**src/rtl/ebml_pkg.sv**
```systemverilog
// Shared types and constants for the EBML element header decoder.
// Holds the operation record passed from the front end to the back end.
// No dependencies.
package ebml_pkg;

  localparam int unsigned FIFO_DEPTH = 2;
  localparam int unsigned FIFO_PTR_W = $clog2(FIFO_DEPTH);

  localparam logic [1:0] STATUS_OK       = 2'd0;
  localparam logic [1:0] STATUS_BAD_ID   = 2'd1;
  localparam logic [1:0] STATUS_BAD_SIZE = 2'd2;

  localparam logic [7:0] LEAD_UNKNOWN = 8'hFF;
  localparam logic [7:0] LEAD_MARK    = 8'h80;

  typedef struct packed {
    logic [7:0] byte_val;
    logic [3:0] field_len;
    logic       first;
    logic       is_size;
    logic       last;
    logic       err_id;
    logic       err_size;
    logic       unknown;
  } ebml_op_t;

endpackage

```
**src/rtl/ebml_front.sv**
```systemverilog
// Front end: tracks field boundaries and classifies each header byte.
// Produces one ebml_op_t per accepted byte; uses ebml_pkg.
module ebml_front import ebml_pkg::*; #(
  parameter int unsigned MAX_VINT_BYTES = 8
) (
  input  logic       clk,
  input  logic       rst_n,
  input  logic       accept,
  input  logic [7:0] byte_in,
  output ebml_op_t   op
);

  logic       in_size_r, in_size_nxt;
  logic [3:0] bytes_left_r, bytes_left_nxt;
  logic [3:0] field_len_r, field_len_nxt;
  logic [3:0] lead_len;
  logic       lead_bad;

  always_comb begin
    lead_len = 4'd0;
    for (int i = 7; i >= 0; i--) begin
      if (lead_len == 4'd0 && (byte_in & (LEAD_MARK >> (7 - i))) != 8'd0) begin
        lead_len = 4'(8 - i);
      end
    end
  end

  assign lead_bad = (lead_len == 4'd0) || (lead_len > 4'(MAX_VINT_BYTES));

  always_comb begin
    op             = '0;
    op.byte_val    = byte_in;
    op.is_size     = in_size_r;
    in_size_nxt    = in_size_r;
    bytes_left_nxt = bytes_left_r;
    field_len_nxt  = field_len_r;
    if (bytes_left_r != 4'd0) begin
      op.field_len   = field_len_r;
      op.last        = (bytes_left_r == 4'd1);
      bytes_left_nxt = bytes_left_r - 4'd1;
      if (op.last) begin
        in_size_nxt = !in_size_r;
      end
    end else if (in_size_r && byte_in == LEAD_UNKNOWN) begin
      op.unknown  = 1'b1;
      in_size_nxt = 1'b0;
    end else if (lead_bad) begin
      op.err_size = in_size_r;
      op.err_id   = !in_size_r;
      in_size_nxt = 1'b0;
    end else begin
      op.first       = 1'b1;
      op.field_len   = lead_len;
      op.last        = (lead_len == 4'd1);
      if (in_size_r) begin
        op.byte_val = byte_in & (8'hFF >> lead_len);
      end
      field_len_nxt  = lead_len;
      bytes_left_nxt = lead_len - 4'd1;
      if (op.last) begin
        in_size_nxt = !in_size_r;
      end
    end
  end

  always_ff @(posedge clk) begin
    if (!rst_n) begin
      in_size_r    <= 1'b0;
      bytes_left_r <= 4'd0;
      field_len_r  <= 4'd0;
    end else if (accept) begin
      in_size_r    <= in_size_nxt;
      bytes_left_r <= bytes_left_nxt;
      field_len_r  <= field_len_nxt;
    end
  end

  assert property (@(posedge clk) disable iff (!rst_n)
    bytes_left_r < 4'(MAX_VINT_BYTES))
    else $error("bytes_left exceeds field length limit");

endmodule

```
**src/rtl/ebml_op_fifo.sv**
```systemverilog
// Short queue of ebml_op_t records between the front end and the back end.
// Register-based, FIFO_DEPTH entries; uses ebml_pkg.
module ebml_op_fifo import ebml_pkg::*; (
  input  logic     clk,
  input  logic     rst_n,
  input  logic     push,
  input  ebml_op_t push_op,
  output logic     full,
  input  logic     pop,
  output ebml_op_t pop_op,
  output logic     not_empty
);

  ebml_op_t                mem [FIFO_DEPTH];
  logic [FIFO_PTR_W-1:0]   wr_ptr_r, rd_ptr_r;
  logic [FIFO_PTR_W:0]     count_r, count_nxt;

  assign full      = (count_r == (FIFO_PTR_W+1)'(FIFO_DEPTH));
  assign not_empty = (count_r != '0);
  assign pop_op    = mem[rd_ptr_r];

  always_comb begin
    count_nxt = count_r;
    if (push && !pop) begin
      count_nxt = count_r + 1'b1;
    end else if (pop && !push) begin
      count_nxt = count_r - 1'b1;
    end
  end

  always_ff @(posedge clk) begin
    if (push) begin
      mem[wr_ptr_r] <= push_op;
    end
  end

  always_ff @(posedge clk) begin
    if (!rst_n) begin
      wr_ptr_r <= '0;
      rd_ptr_r <= '0;
      count_r  <= '0;
    end else begin
      if (push) begin
        wr_ptr_r <= wr_ptr_r + 1'b1;
      end
      if (pop) begin
        rd_ptr_r <= rd_ptr_r + 1'b1;
      end
      count_r <= count_nxt;
    end
  end

  assert property (@(posedge clk) disable iff (!rst_n)
    count_r <= (FIFO_PTR_W+1)'(FIFO_DEPTH))
    else $error("queue count out of range");

  assert property (@(posedge clk) disable iff (!rst_n)
    (pop |-> not_empty) and (push |-> (!full || pop)))
    else $error("queue overflow or underflow");

endmodule

```
**src/rtl/ebml_back.sv**
```systemverilog
// Back end: builds field values from queued ops and drives the result register.
// Consumes ebml_op_t records; uses ebml_pkg.
module ebml_back import ebml_pkg::*; (
  input  logic        clk,
  input  logic        rst_n,
  input  logic        op_valid,
  input  ebml_op_t    op,
  output logic        op_pop,
  output logic        out_valid,
  input  logic        out_ready,
  output logic [63:0] out_element_id,
  output logic [3:0]  out_id_length,
  output logic [63:0] out_data_size,
  output logic        out_size_unknown,
  output logic [4:0]  out_header_length,
  output logic [1:0]  out_status
);

  logic [63:0] acc_r, acc_nxt;
  logic [63:0] held_id_r;
  logic [3:0]  held_len_r;
  logic        out_valid_r;
  logic [63:0] element_id_r, data_size_r;
  logic [3:0]  id_length_r;
  logic        size_unknown_r;
  logic [4:0]  header_length_r;
  logic [1:0]  status_r;
  logic        has_result;
  logic        load;

  assign acc_nxt    = op.first ? {56'd0, op.byte_val} : {acc_r[55:0], op.byte_val};
  assign has_result = op.err_id || op.err_size || op.unknown || (op.last && op.is_size);
  assign op_pop     = op_valid && (!has_result || !out_valid_r || out_ready);
  assign load       = op_pop && has_result;

  always_ff @(posedge clk) begin
    if (op_pop) begin
      acc_r <= acc_nxt;
      if (op.last && !op.is_size && !op.err_id && !op.err_size && !op.unknown) begin
        held_id_r  <= acc_nxt;
        held_len_r <= op.field_len;
      end
    end
    if (load) begin
      element_id_r    <= held_id_r;
      id_length_r     <= held_len_r;
      data_size_r     <= '0;
      size_unknown_r  <= 1'b0;
      header_length_r <= {1'b0, held_len_r} + 5'd1;
      status_r        <= STATUS_OK;
      if (op.err_id) begin
        element_id_r    <= '0;
        id_length_r     <= '0;
        header_length_r <= '0;
        status_r        <= STATUS_BAD_ID;
      end else if (op.err_size) begin
        status_r <= STATUS_BAD_SIZE;
      end else if (op.unknown) begin
        data_size_r    <= '1;
        size_unknown_r <= 1'b1;
      end else begin
        data_size_r     <= acc_nxt;
        header_length_r <= {1'b0, held_len_r} + {1'b0, op.field_len};
      end
    end
  end

  always_ff @(posedge clk) begin
    if (!rst_n) begin
      out_valid_r <= 1'b0;
    end else if (load) begin
      out_valid_r <= 1'b1;
    end else if (out_ready) begin
      out_valid_r <= 1'b0;
    end
  end

  assign out_valid         = out_valid_r;
  assign out_element_id    = element_id_r;
  assign out_id_length     = id_length_r;
  assign out_data_size     = data_size_r;
  assign out_size_unknown  = size_unknown_r;
  assign out_header_length = header_length_r;
  assign out_status        = status_r;

  assert property (@(posedge clk) disable iff (!rst_n)
    load |-> (!out_valid_r || out_ready))
    else $error("result register overwritten before transfer");

  assert property (@(posedge clk) disable iff (!rst_n)
    (out_valid_r && !out_ready) |=> $stable(element_id_r) && $stable(data_size_r))
    else $error("pending result changed");

endmodule

```
**src/rtl/ebml_element_header_decoder.sv**
```systemverilog
// EBML element header decoder top level: front end, op queue, back end.
// Throughput: one header byte per cycle sustained while the output is not stalled; input and
// output stalls are decoupled. The final byte's op is written into the op queue, and the
// result is then loaded from it into the result register once that register is free.
// The two-entry op queue and the result register set the decoupling depth.
// Reset (rst_n, synchronous, active low) clears parse state, queue and result valid.
// Depends on ebml_pkg, ebml_front, ebml_op_fifo and ebml_back.
module ebml_element_header_decoder import ebml_pkg::*; #(
  parameter int unsigned MAX_VINT_BYTES = 8
) (
  input  logic        clk,
  input  logic        rst_n,
  input  logic        in_valid,
  output logic        in_ready,
  input  logic [7:0]  in_byte_in,
  output logic        out_valid,
  input  logic        out_ready,
  output logic [63:0] out_element_id,
  output logic [3:0]  out_id_length,
  output logic [63:0] out_data_size,
  output logic        out_size_unknown,
  output logic [4:0]  out_header_length,
  output logic [1:0]  out_status
);

  ebml_op_t front_op;
  ebml_op_t back_op;
  logic     fifo_full;
  logic     fifo_not_empty;
  logic     fifo_pop;
  logic     accept;

  assign in_ready = !fifo_full;
  assign accept   = in_valid && in_ready;

  ebml_front #(
    .MAX_VINT_BYTES(MAX_VINT_BYTES)
  ) u_front (
    .clk    (clk),
    .rst_n  (rst_n),
    .accept (accept),
    .byte_in(in_byte_in),
    .op     (front_op)
  );

  ebml_op_fifo u_fifo (
    .clk      (clk),
    .rst_n    (rst_n),
    .push     (accept),
    .push_op  (front_op),
    .full     (fifo_full),
    .pop      (fifo_pop),
    .pop_op   (back_op),
    .not_empty(fifo_not_empty)
  );

  ebml_back u_back (
    .clk              (clk),
    .rst_n            (rst_n),
    .op_valid         (fifo_not_empty),
    .op               (back_op),
    .op_pop           (fifo_pop),
    .out_valid        (out_valid),
    .out_ready        (out_ready),
    .out_element_id   (out_element_id),
    .out_id_length    (out_id_length),
    .out_data_size    (out_data_size),
    .out_size_unknown (out_size_unknown),
    .out_header_length(out_header_length),
    .out_status       (out_status)
  );

endmodule
```
**config.mk**
```make
export PLATFORM = sky130hd
export DESIGN_NAME = ebml_element_header_decoder
export DESIGN_NICKNAME = d
export VERILOG_FILES = /design/src/rtl/ebml_pkg.sv /design/src/rtl/ebml_front.sv /design/src/rtl/ebml_op_fifo.sv /design/src/rtl/ebml_back.sv /design/src/rtl/ebml_element_header_decoder.sv
export SDC_FILE = /design/constraint.sdc
export NUM_CORES = 1
export LEC_CHECK = 0
export ABC_AREA = 1
export BUFFER_PORTS_ARGS = -buffer_cell sky130_fd_sc_hd__buf_4
export CAP_MARGIN = 20
export CORE_UTILIZATION = 50
export DETAILED_ROUTE_END_ITERATION = 8
export PLACE_DENSITY = 0.77
export SYNTH_ARGS = -nofsm -noshare
export SYNTH_HDL_FRONTEND = slang
export SYNTH_SLANG_ARGS = --single-unit
```
**constraint.sdc**
```tcl
create_clock -name clk -period 5.15 [get_ports clk]
set_input_delay 0.7725 -clock clk [delete_from_list [all_inputs] [get_ports clk]]
set_output_delay 0.7725 -clock clk [all_outputs]
set_load 0.01 [all_outputs]
```
* Yosys cells after proc, flatten, opt, wreduce, memory -nomap -nowiden *
Memory sizes are Yosys's and may differ from the RTL's. A register that Yosys moved wholly into a read port is not among the register bits.
Index checks and enable logic that the tools add are counted.

word-level totals
  flip-flop bits (word level) = 278
  RAM bits = 36
  bits of input ports = 12
  output and inout port bits = 142
  logic and storage cells = 132
  memories kept = 1

operators by class
  $add $sub $neg = 8
  order comparisons = 1
  eq/ne operators = 7
  shifts and indexed selects = 1
  muxes and demuxes = 42
  bitwise operators = 4
  reductions and logical operators = 52

memories
  memory      words  bits a word  read ports  clocked after Yosys merged registers in  wr ports  line                source
  u_fifo.mem  2      18           1           1                                        1         ebml_op_fifo.sv:14  ebml_op_t mem [FIFO_DEPTH];

operators by type and width
  operator                                                               count
  64-bit 2-to-1 mux                                                      2
  4-bit 2-to-1 mux                                                       11
  4-bit logical NOT                                                      8
  13-bit 2-to-1 mux                                                      2
  1-bit logical AND                                                      18
  1-bit 2-to-1 mux                                                       17
  8-bit 2-to-1 mux                                                       2
  1-bit logical NOT                                                      10
  5-bit 2-to-1 mux                                                       2
  8-bit AND                                                              1
  4-bit by 1-bit equality test with 1-bit output, second input constant  2
  8-bit equality test, second input constant                             1
  2-bit 2-to-1 mux                                                       4
  4-bit nonzero test                                                     2
  8-bit by 4-bit >> shifter with 8-bit output, first input constant      1
  4-bit by 1-bit subtractor with 4-bit output, second input constant     2
  1-bit logical OR                                                       6
  3-bit 2-to-1 mux                                                       2
  3-bit AND reduction                                                    2
  2-bit nonzero test                                                     3
  4-bit by 1-bit adder with 5-bit output, second input constant          1
  4-bit by 4-bit adder with 5-bit output                                 1
  4-bit > comparator, second input constant                              1
  2-bit != test, second input constant                                   2
  other kinds (9)                                                        12

* Longest topological paths before layout *
Gate-level depths: netlist of the first run.

  word-level depth = 28
  mapped depth = 14
  depth with buffers taken out = 14

* Cells and area by module *
Synthesis of the first run repeated with hierarchy kept, for this count alone.

second synthesis, totals
  cells, all modules = 924
  area total of the unflattened synthesis = 12600.8 um^2

by module, submodules not included
  module                       instances  cells an instance  area an instance (um^2)  sequential area each (um^2)
  ebml_back                    1          678                10002.1                  7947.6
  ebml_op_fifo                 1          91                 1580.3                   1181.1
  ebml_front                   1          152                1004.7                   180.2
  ebml_element_header_decoder  1          3                  13.8                     0.0

* Worst setup path after synthesis of the first run *
OpenSTA, ideal clock, no wires.

  kind = register to register
  start = reg (tool-made name)
  end = reg u_back.data_size_r[0] (netlist: u_back.out_data_size[0]) (enable)
  setup time = 0.432 ns
  arrival time = 3.399 ns
  required time = 4.718 ns
  path slack = 1.320 ns
  stages on the path, launching flop included = 13
  buffers on the path = 1
  period minus slack after synthesis = 3.830 ns
  path through = dfxtp_1 > buf_6 > inv_4 > or2_1 > o21ai_2 > nand2_2 > nor2_4 > o21ai_2 > nand2_1 > nand2_2 > clkinv_2 > nand2_1 > inv_2

RTL lines
  element               line             source
  to (signal assigned)  ebml_back.sv:62  data_size_r <= acc_nxt;
  to (decl)             ebml_back.sv:23  logic [63:0] element_id_r, data_size_r;

==> impl_summary.log, run 1 <==
[metrics] via count: 7,461
[metrics] proportion of synthesized flip-flops having asynchronous set or reset: 0
[metrics] post-route ant nets: 0
[metrics] Max Freq: 279 MHz
[metrics] I/O pin count: 154
[metrics] sequential element share of the synthesized area: 0.759
[metrics] Setup-failing EPs final: 0
[metrics] Worst Setup End Kind: register
[metrics] Yosys cell types: 39
[metrics] Avg Synthesized Cell Area: 12.5 um2
[metrics] final-stage net count: 1,172
[metrics] initial core utilization: 0.516
[metrics] TritonCTS clock tree: done
[metrics] tightest slew margin relative to the limit: 0.286
[metrics] Total Routing Usage GR: 0.193
[metrics] count of inserted antenna diode cells: 0
[metrics] path type of the worst setup path: reg -> reg
[metrics] data arrival at the endpoint of the critical path: 3.78 ns
[metrics] CP Launch Type: register
[metrics] overall die height: 159 um
[metrics] area added between synthesis and finish: 22.0%
[metrics] later-pin clock latency in the skew report: 0.54 ns
[metrics] YS warnings: 0
[metrics] total die area: 25,200 um2
[metrics] gr ovfl total: 0
[metrics] drt first-iter violations: 652
[metrics] quantity of gates resized following cts: 0
[metrics] vias in the first global route: 7,080
[metrics] port buffer count: 153
[metrics] Power Dens Cells: 696 nW/um2
[metrics] Post-CTS Setup Repair Bufs: 0
[metrics] first-pass iteration count of the detailed router: 5
[metrics] hold buffer count at cts: 0
[metrics] clock skew: 0.0118 ns
[metrics] WL/cell: 16.4 um
[metrics] number of vias per cell: 5.01
[metrics] final critical path time including I/O delays and setup: 3.58 ns
[metrics] share of the core filled with cells: 0.630
[metrics] min-delay worst type: reg -> reg
[metrics] cell-by-cell listing of the critical path: buf_4, inv_4, or2_1, o21ai_2, nand2_2, nor2_4, o21ai_2, nand2_1, nand2_2, clkinv_2, nand2_1, inv_6, buf_4
[metrics] count of fill cells added during filler insertion: 1,716
[metrics] total clock buffers created by CTS: 31
[metrics] area of all placed cells without fillers: 15,000 um2
[metrics] final total negative setup slack: 0 ns
[metrics] clock transition at the registers of the reported paths: 0.06 ns
[metrics] clock sink count: 315
[metrics] cell class contributing the biggest share of worst-path delay: buffers and inverters
[metrics] data required time at the worst endpoint: 5.35 ns
[metrics] share of cells above drive strength 1: 0.204
[metrics] Max Slew Vio Count: 0
[metrics] status: completed
[metrics] mapped cell area: 12,300 um2
[metrics] slew at the pin with the worst max-slew slack: 1.07 ns
[metrics] wire length of the first global-routing pass: 36,900 um
[metrics] CP peak stage delay: 0.57 ns
[metrics] share of the synthesized area in the top cell type: 0.734
[metrics] number of remaining DRC errors: 0
[metrics] initial antenna violation count: 0
[metrics] clock root cell: clkbuf_16
[metrics] clock tree buffer depth: 3
[metrics] main flop type after synthesis: edfxtp_1
[metrics] leakage power total: 6.50 nW
[metrics] area of the core: 23,800 um2
[metrics] area leader, netlist: edfxtp_1
[metrics] number of synthesized flops with an enable pin: 300
[metrics] top cells by area in the synthesized netlist: edfxtp_1 73%, inv_1 6.6%, nor2_1 4.7%
[metrics] Buf/Inv on CP: 5
[metrics] number of instances in the synthesized netlist: 979
[metrics] max-capacitance violation count: 0
[metrics] placed instance area: 13,800 um2
[metrics] worst hold slack across all endpoints: 0.465 ns
[metrics] routability congestion estimate: 0.939
[metrics] worst voltage drop across the vdd grid: 0.431 mV
[metrics] Chip Width: 159 um
[metrics] final critical-path share of the clock period: 0.695
[metrics] unrepaired setup endpoints after global routing: no
[metrics] Rows: 56
[metrics] Crit Path Max Fanout: 81
[metrics] endpoints failing hold: 0
[metrics] slowest CP cell: inv_6
[metrics] H-tree levels: 1
[metrics] DRT Wirelength: 24,400 um
[metrics] synthesized netlist net count: 1,005
[metrics] number of flip-flops and latches in the synthesized netlist: 315
[metrics] maximum number of pins on one net before global-route repair: 82
[metrics] estimated wirelength of the detail-placed design: 16,200 um
-- sequential cells by signal, indices dropped and copies added (netlist names), named ones only --
signal,count
u_back.out_status,2
u_back.out_header_length,5
u_back.out_size_unknown,1
u_front.in_size_r,1
u_fifo.count_r,2
u_front.field_len_r,4
u_back.held_len_r,4
u_back.held_id_r,64
u_fifo.rd_ptr_r,1
u_back.out_element_id,64
u_fifo.wr_ptr_r,1
u_back.out_id_length,4
u_front.bytes_left_r,4
u_back.out_data_size,64
u_fifo.mem,36
u_back.acc_r,56
u_back.out_valid,1
-- power by group --
part / switching (W) / leakage (nW) / internal [W]
Sequential: 0.000335 / 3.01 / 0.00429
Combinational: 0.00211 / 2.91 / 0.00108
Clock: 0.000942 / 0.574 / 0.00166
-- layout by cell type (no fill, tap or decap), types with 2 or more instances in the layout --
cell type | Yosys | routed
edfxtp_1 | 300 | 300
nand2_1 | 84 | 82
nor2_2 | 2 | 2
buf_4 | 0 | 164
bufinv_16 | 0 | 11
mux2i_1 | 3 | 3
clkinvlp_4 | 0 | 3
xnor2_1 | 2 | 2
nand3_2 | 2 | 2
ha_1 | 13 | 13
clkbuf_1 | 14 | 2
clkinv_4 | 0 | 4
inv_1 | 217 | 216
nor2_1 | 153 | 153
nand4_1 | 3 | 3
nor2_4 | 2 | 2
clkinv_1 | 2 | 4
a31oi_1 | 10 | 10
clkbuf_16 | 0 | 31
o21ai_2 | 2 | 2
nand3_1 | 17 | 17
inv_2 | 4 | 5
o21ai_1 | 7 | 7
inv_6 | 0 | 2
o21ai_0 | 69 | 69
clkinv_2 | 1 | 3
nand2_2 | 3 | 5
dfxtp_1 | 15 | 15
o22ai_1 | 2 | 2
xor2_1 | 2 | 2
nor3_1 | 3 | 3
a21oi_1 | 21 | 21
-- per-layer routing --
metal  up-vias  share of wire  GRT usage
met2       326           0.50      0.331
li1       3546              -          -
met3        36          0.072     0.0302
met5         -              0          0
met4         0          0.016     0.0508
met1      3553           0.41      0.256
-- worst reg2reg max path, delay by kind of cell, from the launching register on --
kind	cells	cell delay, ns
AND/OR/NAND/NOR	6	0.99
AO/OA/AOI/OAI	2	0.21
buffers and inverters	5	1.72
flip-flops	1	0.31
-- worst paths after layout --
check / startpoint / endpoint / slack (ns) / cells past startpoint
worst min-delay path: u_front.field_len_r[3] / u_front.field_len_r[3] / 0.46 / 2
worst min register to register: u_front.field_len_r[3] / u_front.field_len_r[3] / 0.46 / 2
worst max-delay path: register / u_back.out_data_size[46] / 1.57 / 13
worst max register to register: register / u_back.out_data_size[46] / 1.57 / 13
-- per-stage QoR --
stage	setup slack (ns)	instances	power (W)
finish	1.57	1489	0.0104
global route	1.33	1489	0.0110
detailed placement	1.61	1432	0.00787
floorplan	1.32	979	0.00636
CTS	1.54	1489	0.0105
global placement	1.73	1432	0.00778
-- cell type report --
class	count	area, um2	share of cell area
tap	319	399	0.0267
clock inverter	24	418	0.0279
sequential	315	9310	0.622
multi-input combinational	409	1980	0.132
inverter	225	853	0.0570
clock buffer	33	783	0.0523
timing repair buffer	164	1230	0.0822
-- synth_stat cells (8+ instances only) --
master    instances
a21oi_1          21
a31oi_1          10
buf_2             8
clkbuf_1         14
dfxtp_1          15
edfxtp_1        300
ha_1             13
inv_1           217
nand2_1          84
nand3_1          17
nor2_1          153
o21ai_0          69
-- cell families after synthesis --
group                      after synthesis  share of synthesized area
muxes                                    3                    0.00245
and+or+nand+nor                        272                     0.0903
xor gates and xnor gates                 4                    0.00286
adders and majority gates               14                     0.0149
DFF                                    315                      0.759
AOI/OAI and AO/OA                      116                     0.0504
buffers and inverters                  255                     0.0804
Power figures use the tool's default switching activity.
==> run 2, diff against run 1 <==
PLACE_DENSITY = 0.8   (was 0.77)
clock period = 2.9 ns   (was 5.15 ns; I/O delays follow)
==> run 2 against run 1 <==
Setup slack worse by 1.3 ns. Clock skew down 0.00075 ns. Global-route usage fell by 0.16 points. Cell count is 0.54% higher. Sequential cell count did not move. Hold slack got worse by 0.26 ns. Via count shrank 1.6%. Sequential share of layout area grew 0.068 points. First-iteration DRC count is 24% lower. Fmax grew 36%. Sequential power rose by 77%. Clock power rose by 54%. Critical path type unchanged.
==> impl_summary.log, run 2 (same netlist as run 1, synthesis figures left out) <==
[metrics] area added between synthesis and finish: 21.9%
[metrics] quantity of gates resized following cts: 0
[metrics] overall die height: 159 um
[metrics] Setup-failing EPs final: 0
[metrics] Power Dens Cells: 1210 nW/um2
[metrics] reg2reg path depth: 11
[metrics] tightest slew margin relative to the limit: 0.515
[metrics] final critical path time including I/O delays and setup: 2.62 ns
[metrics] count of inserted antenna diode cells: 0
[metrics] final total negative setup slack: 0 ns
[metrics] drt first-iter violations: 495
[metrics] H-tree levels: 1
[metrics] later-pin clock latency in the skew report: 0.54 ns
[metrics] post-route ant nets: 0
[metrics] initial core utilization: 0.516
[metrics] CP peak stage delay: 0.39 ns
[metrics] endpoints failing hold: 0
[metrics] switching power: 0.00593 W
[metrics] total clock buffers created by CTS: 31
[metrics] final critical-path share of the clock period: 0.904
[metrics] highest-count cells in the layout ignoring fill and taps: 300 x edfxtp_1, 216 x inv_1, 167 x buf_4, 153 x nor2_1, 82 x nand2_1
[metrics] pre-CTS setup slack: 0.277 ns
[metrics] Max Slew Vio Count: 0
[metrics] number of remaining DRC errors: 0
[metrics] final-stage net count: 1,181
[metrics] hold_sp: rst_n
[metrics] clock tree buffer depth: 3
[metrics] Post-CTS Setup Repair Bufs: 0
[metrics] DRT Wirelength: 23,800 um
[metrics] area of all placed cells without fillers: 15,000 um2
[metrics] slowest CP cell: dfxtp_1
[metrics] wire length of the first global-routing pass: 36,500 um
[metrics] count of fill cells added during filler insertion: 1,752
[metrics] data arrival at the endpoint of the critical path: 2.86 ns
[metrics] CP Launch Type: register
[metrics] Crit Path Max Fanout: 38
[metrics] gr ovfl total: 0
[metrics] first-pass iteration count of the detailed router: 7
[metrics] path type of the worst setup path: reg -> reg
[metrics] Chip Width: 159 um
[metrics] clock root cell: clkbuf_16
[metrics] Total Routing Usage GR: 0.191
[metrics] clock sink count: 315
[metrics] status: completed
[metrics] vias in the first global route: 7,037
[metrics] switching part of the total: 0.329
[metrics] sequential share of power: 0.454
[metrics] fraction of power consumed by combinational cells: 0.324
[metrics] placed instance area: 13,900 um2
[metrics] worst hold slack across all endpoints: 0.201 ns
[metrics] share of the core filled with cells: 0.630
[metrics] hold buffer count at cts: 0
[metrics] Max Freq: 381 MHz
[metrics] Hold Path Stages: 3
[metrics] Worst Setup End Kind: register
[metrics] via count: 7,340
[metrics] routability congestion estimate: 0.895
[metrics] TritonCTS clock tree: done
[metrics] worst voltage drop across the vdd grid: 0.625 mV
[metrics] clock group share of total power: 0.222
[metrics] port buffer count: 153
[metrics] slew at the pin with the worst max-slew slack: 0.727 ns
[metrics] estimated wirelength of the detail-placed design: 16,100 um
[metrics] most common cell after layout, fill and taps aside: edfxtp_1
[metrics] unrepaired setup endpoints after global routing: no
[metrics] cell-by-cell listing of the critical path: buf_4, mux2i_1, nand2_2, nor2_4, o21ai_2, nand2_1, nand2_2, clkinv_8, nand2_1, inv_6, buf_4
[metrics] Rows: 56
[metrics] end of the worst hold path: u_front.bytes_left_r[3]
[metrics] max-capacitance violation count: 0
[metrics] WL/cell: 15.9 um
[metrics] maximum number of pins on one net before global-route repair: 58
[metrics] data required time at the worst endpoint: 3.14 ns
[metrics] share of cells above drive strength 1: 0.206
[metrics] internal power contribution: 0.0121 W
[metrics] number of vias per cell: 4.90
[metrics] min-delay worst type: in -> reg
[metrics] FF-to-FF End: u_back.out_data_size[14]
[metrics] leakage power total: 6.49 nW
[metrics] area of the core: 23,800 um2
[metrics] I/O pin count: 154
[metrics] clock skew: 0.0110 ns
[metrics] initial antenna violation count: 0
[metrics] clock transition at the registers of the reported paths: 0.06 ns
[metrics] total die area: 25,200 um2
[metrics] min setup slack post-route: 0.278 ns
[metrics] worst reg2reg setup slack: 0.28 ns
run 2: changes by cell type in the layout (fill, tap and decap cells not counted), sizes merged:
cell / previous run / this run
buf: 164 / 173
bufinv: 11 / 5
clkinv: 11 / 16
clkbuf: 33 / 35
inv: 224 / 222
run 2: area by class of cell:
| cell class | count | area, um2 | share of cell area |
|---|---|---|---|
| multi-input combinational | 409 | 1980 | 0.132 |
| tap | 319 | 399 | 0.0267 |
| inverter | 225 | 868 | 0.0581 |
| sequential | 315 | 9310 | 0.622 |
| clock inverter | 21 | 236 | 0.0158 |
| timing repair buffer | 173 | 1370 | 0.0919 |
| clock buffer | 35 | 791 | 0.0529 |
run 2: power groups by stage:
stage | Combinational [W] | Clock (W) | Sequential, W
4_1_cts | 0.00593 | 0.00408 | 0.00820
5_1_grt | 0.00647 | 0.00424 | 0.00833
3_3_place_gp | 0.00569 | 0 | 0.00825
6_report | 0.00584 | 0.00400 | 0.00818
3_5_place_dp | 0.00586 | 0 | 0.00827
2_1_floorplan | 0.00260 | 0 | 0.00867
run 2: per-layer routing:
layer  share of wire  up-vias  GRT usage
met4           0.030        0     0.0728
met1            0.41     3416      0.245
met3           0.061       56     0.0264
met2            0.50      297      0.331
met5               0        -          0
li1                -     3571          -
run 2: through the flow:
| stage | cells | power, W |
|---|---|---|
| final | 1497 | 0.0180 |
| after CTS | 1497 | 0.0182 |
| after detailed placement | 1441 | 0.0141 |
| after floorplan | 979 | 0.0113 |
| after global placement | 1441 | 0.0139 |
| after global routing | 1497 | 0.0190 |
run 2: worst max path at each step:
stage | startpoint | end | slack (ns)
2_1_floorplan | register | u_back.held_id_r[0] | 0.1
3_3_place_gp | register | u_back.out_data_size[19] | 0.35
3_5_place_dp | register | u_back.out_data_size[14] | 0.28
4_1_cts | register | u_back.out_data_size[14] | 0.27
5_1_grt | register | u_back.out_data_size[11] | 0.09
6_report | register | u_back.out_data_size[14] | 0.28
run 2: critical path, delay by kind of cell, from the launching register on:
family,cells,cell delay (ns)
AO/OA/AOI/OAI,1,0.08
AND/OR/NAND/NOR,5,0.55
buffers and inverters,4,0.96
flip-flops,1,0.39
multiplexers,1,0.31
==> run 3, diff against run 2 <==
ABC_AREA = not set   (was 1)
==> run 3 against run 2 <==
Area after synthesis decreased by 1.4%. Routed wire length decreased by 2.7%. Combinational power decreased by 7.0%. Setup slack improved by 0.23 ns. Critical path depth decreased by 5. Power decreased by 4.0%. Utilization decreased by 0.36 points. Cell count decreased by 11%. Clock skew increased by 0.018 ns. Critical path type unchanged. Highest routed layer unchanged.
==> impl_summary.log, run 3 <==
[metrics] Worst Setup End Kind: register
[metrics] H-tree levels: 1
[metrics] CP Launch Type: register
[metrics] status: completed
[metrics] count of inserted antenna diode cells: 0
[metrics] clock group share of total power: 0.222
[metrics] drt first-iter violations: 458
[metrics] Rows: 56
[metrics] number of synthesized flops with an enable pin: 300
[metrics] initial core utilization: 0.512
[metrics] synthesized netlist net count: 845
[metrics] clock tree buffer depth: 3
[metrics] final-stage net count: 1,012
[metrics] overall power consumption: 0.0173 W
[metrics] Setup-failing EPs final: 0
[metrics] number of remaining DRC errors: 0
[metrics] YS warnings: 0
[metrics] clock root cell: clkbuf_16
[metrics] maximum number of pins on one net before global-route repair: 69
[metrics] Yosys cell types: 63
[metrics] final critical-path share of the clock period: 0.823
[metrics] synthesized-area fraction occupied by ao, oa, aoi and oai cells: 0.0578
[metrics] CP peak stage delay: 0.59 ns
[metrics] share of the synthesized area in the top cell type: 0.745
[metrics] total clock buffers created by CTS: 30
[metrics] total die area: 24,800 um2
[metrics] fraction of power consumed by combinational cells: 0.314
[metrics] later-pin clock latency in the skew report: 0.56 ns
[metrics] share of cells above drive strength 1: 0.241
[metrics] internal power contribution: 0.0118 W
[metrics] highest-count cells in the layout ignoring fill and taps: 300 x edfxtp_1, 165 x buf_4, 81 x inv_1, 80 x nand2_1, 71 x a21oi_1
[metrics] via count: 6,853
[metrics] area of the core: 23,600 um2
[metrics] most repeated cell in the gate-level netlist after synthesis: edfxtp_1
[metrics] proportion of synthesized flip-flops having asynchronous set or reset: 0
[metrics] pre-CTS setup slack: 0.136 ns
[metrics] max-capacitance violation count: 0
[metrics] min setup slack post-route: 0.512 ns
[metrics] I/O pin count: 154
[metrics] multiplexer share of the synthesized area: 0.0193
[metrics] first-pass iteration count of the detailed router: 5
[metrics] dominant combinational cell family by area after synthesis: simple AND/OR/NAND/NOR gates
[metrics] Post-CTS Setup Repair Bufs: 0
[metrics] worst voltage drop across the vdd grid: 0.462 mV
[metrics] gr ovfl total: 0
[metrics] endpoints failing hold: 0
[metrics] wire length of the first global-routing pass: 35,400 um
[metrics] cell-by-cell listing of the critical path: nor2b_1, a32oi_1, nand3_2, a21boi_4, and2_4, buf_4
[metrics] WL/cell: 17.5 um
[metrics] top cells by area in the synthesized netlist: edfxtp_1 74%, and2_1 3.6%, a21oi_1 3.0%
[metrics] min-delay worst type: in -> reg
[metrics] count of fill cells added during filler insertion: 1,671
[metrics] hold buffer count at cts: 0
[metrics] main flop type after synthesis: edfxtp_1
[metrics] TritonCTS clock tree: done
[metrics] tightest slew margin relative to the limit: 0.388
[metrics] post-route ant nets: 0
[metrics] overall die height: 158 um
[metrics] number of vias per cell: 5.16
[metrics] clock transition at the registers of the reported paths: 0.07 ns
[metrics] mapped cell area: 12,100 um2
[metrics] clock sink count: 315
[metrics] path type of the worst setup path: reg -> reg
[metrics] initial antenna violation count: 0
[metrics] routability congestion estimate: 0.893
[metrics] unrepaired setup endpoints after global routing: no
[metrics] slew at the pin with the worst max-slew slack: 0.918 ns
[metrics] quantity of gates resized following cts: 0
[metrics] Total Routing Usage GR: 0.189
[metrics] Chip Width: 158 um
[metrics] clock skew: 0.0287 ns
[metrics] data required time at the worst endpoint: 3.14 ns
[metrics] estimated wirelength of the detail-placed design: 15,000 um
[metrics] Crit Path Max Fanout: 19
[metrics] sequential share of power: 0.464
[metrics] area leader, netlist: edfxtp_1
[metrics] Post-synth top cells: 300 x edfxtp_1, 81 x inv_1, 80 x nand2_1
[metrics] DRT Wirelength: 23,200 um
[metrics] number of flip-flops and latches in the synthesized netlist: 315
[metrics] switching power: 0.00555 W
[metrics] area share of xor/xnor cells in the synthesized design: 0.00507
[metrics] sequential element share of the synthesized area: 0.770
[metrics] Synth Area in Adders: 0.0151
[metrics] final critical path time including I/O delays and setup: 2.39 ns
[metrics] Max Slew Vio Count: 0
[metrics] leakage power total: 5.86 nW
[metrics] most common cell after layout, fill and taps aside: edfxtp_1
[metrics] switching part of the total: 0.320
[metrics] data arrival at the endpoint of the critical path: 2.63 ns
[metrics] vias in the first global route: 6,659
[metrics] worst hold slack across all endpoints: 0.220 ns
[metrics] slowest CP cell: dfxtp_2
[metrics] area added between synthesis and finish: 22.2%
[metrics] number of instances in the synthesized netlist: 819
[metrics] port buffer count: 153
[metrics] Max Freq: 419 MHz
[metrics] fraction of the mapped netlist area in simple logic gates: 0.0947
[metrics] Power Dens Cells: 1170 nW/um2
[metrics] Avg Synthesized Cell Area: 14.8 um2
[metrics] cell class contributing the biggest share of worst-path delay: simple AND/OR/NAND/NOR gates
[metrics] Buf/Inv on CP: 1
[run 3: cell types whose count changed after synthesis, moves of 7 or more]
cell,delta
o21ai_0,-63
and2_1,+69
clkbuf_1,+8
nand2b_1,+7
mux2i_1,+17
inv_1,-136
nand3_1,-12
a21oi_1,+51
nor2_1,-119
[run 3: cells by family (layout without fill, tap and decap cells)]
family,count (synthesis),in the layout
xor+xnor,7,7
mux,23,23
fa+ha+maj,14,14
compound gates,113,113
buf+inv,121,311
simple gates,226,226
flops,315,315
[run 3: final cells by class]
type                    count  area [um2]  share of cell area
repair buffers            171        1360              0.0919
well taps                 319         399              0.0270
flip-flops and latches    315        9310               0.630
clock buffers              34         766              0.0518
multi-input cells         383        2400               0.162
inverters                  85         324              0.0219
clock inverters            21         224              0.0152
[run 3: routing by layer]
layer | vias to the layer above | routed length, um | track usage
met1 | 3320 | 9630 | 0.252
li1 | 3241 | - | -
met5 | - | 0 | 0
met3 | 37 | 1310 | 0.0245
met4 | 0 | 466 | 0.0527
met2 | 255 | 11800 | 0.325
[run 3: tightest hold or removal path: stages]
cell and delay, ns:
buf_4 0.16, nand2_1 0.07, mux2i_1 0.05
[run 3: stage by stage]
step / area, um2 / cells / TNS [ns] / util
after floorplan: 12100 / 819 / -99.29 / -
after global routing: 14800 / 1328 / 0 / 0.626
after detailed placement: 13800 / 1273 / 0 / 0.584
after CTS: 14800 / 1328 / 0 / 0.626
final: 14800 / 1328 / 0 / 0.626
after global placement: 13800 / 1273 / 0 / 0.584
[run 3: worst paths after layout]
path | from | endpoint | slack (ns) | cells past startpoint
worst max-delay path | register | u_back.out_data_size[60] | 0.51 | 6
worst min-delay path | rst_n | u_front.field_len_r[1] | 0.22 | 3
worst max register to register | register | u_back.out_data_size[60] | 0.51 | 6
worst min register to register | u_front.field_len_r[2] | u_front.field_len_r[2] | 0.47 | 2
[run 3: power groups by stage]
stage                     clock network (W)  registers [W]  logic, W
after floorplan                           0        0.00839   0.00253
after detailed placement                  0        0.00812   0.00549
after global placement                    0        0.00808   0.00532
after CTS                           0.00391        0.00805   0.00551
final                               0.00385        0.00803   0.00543
after global routing                0.00409        0.00817   0.00593
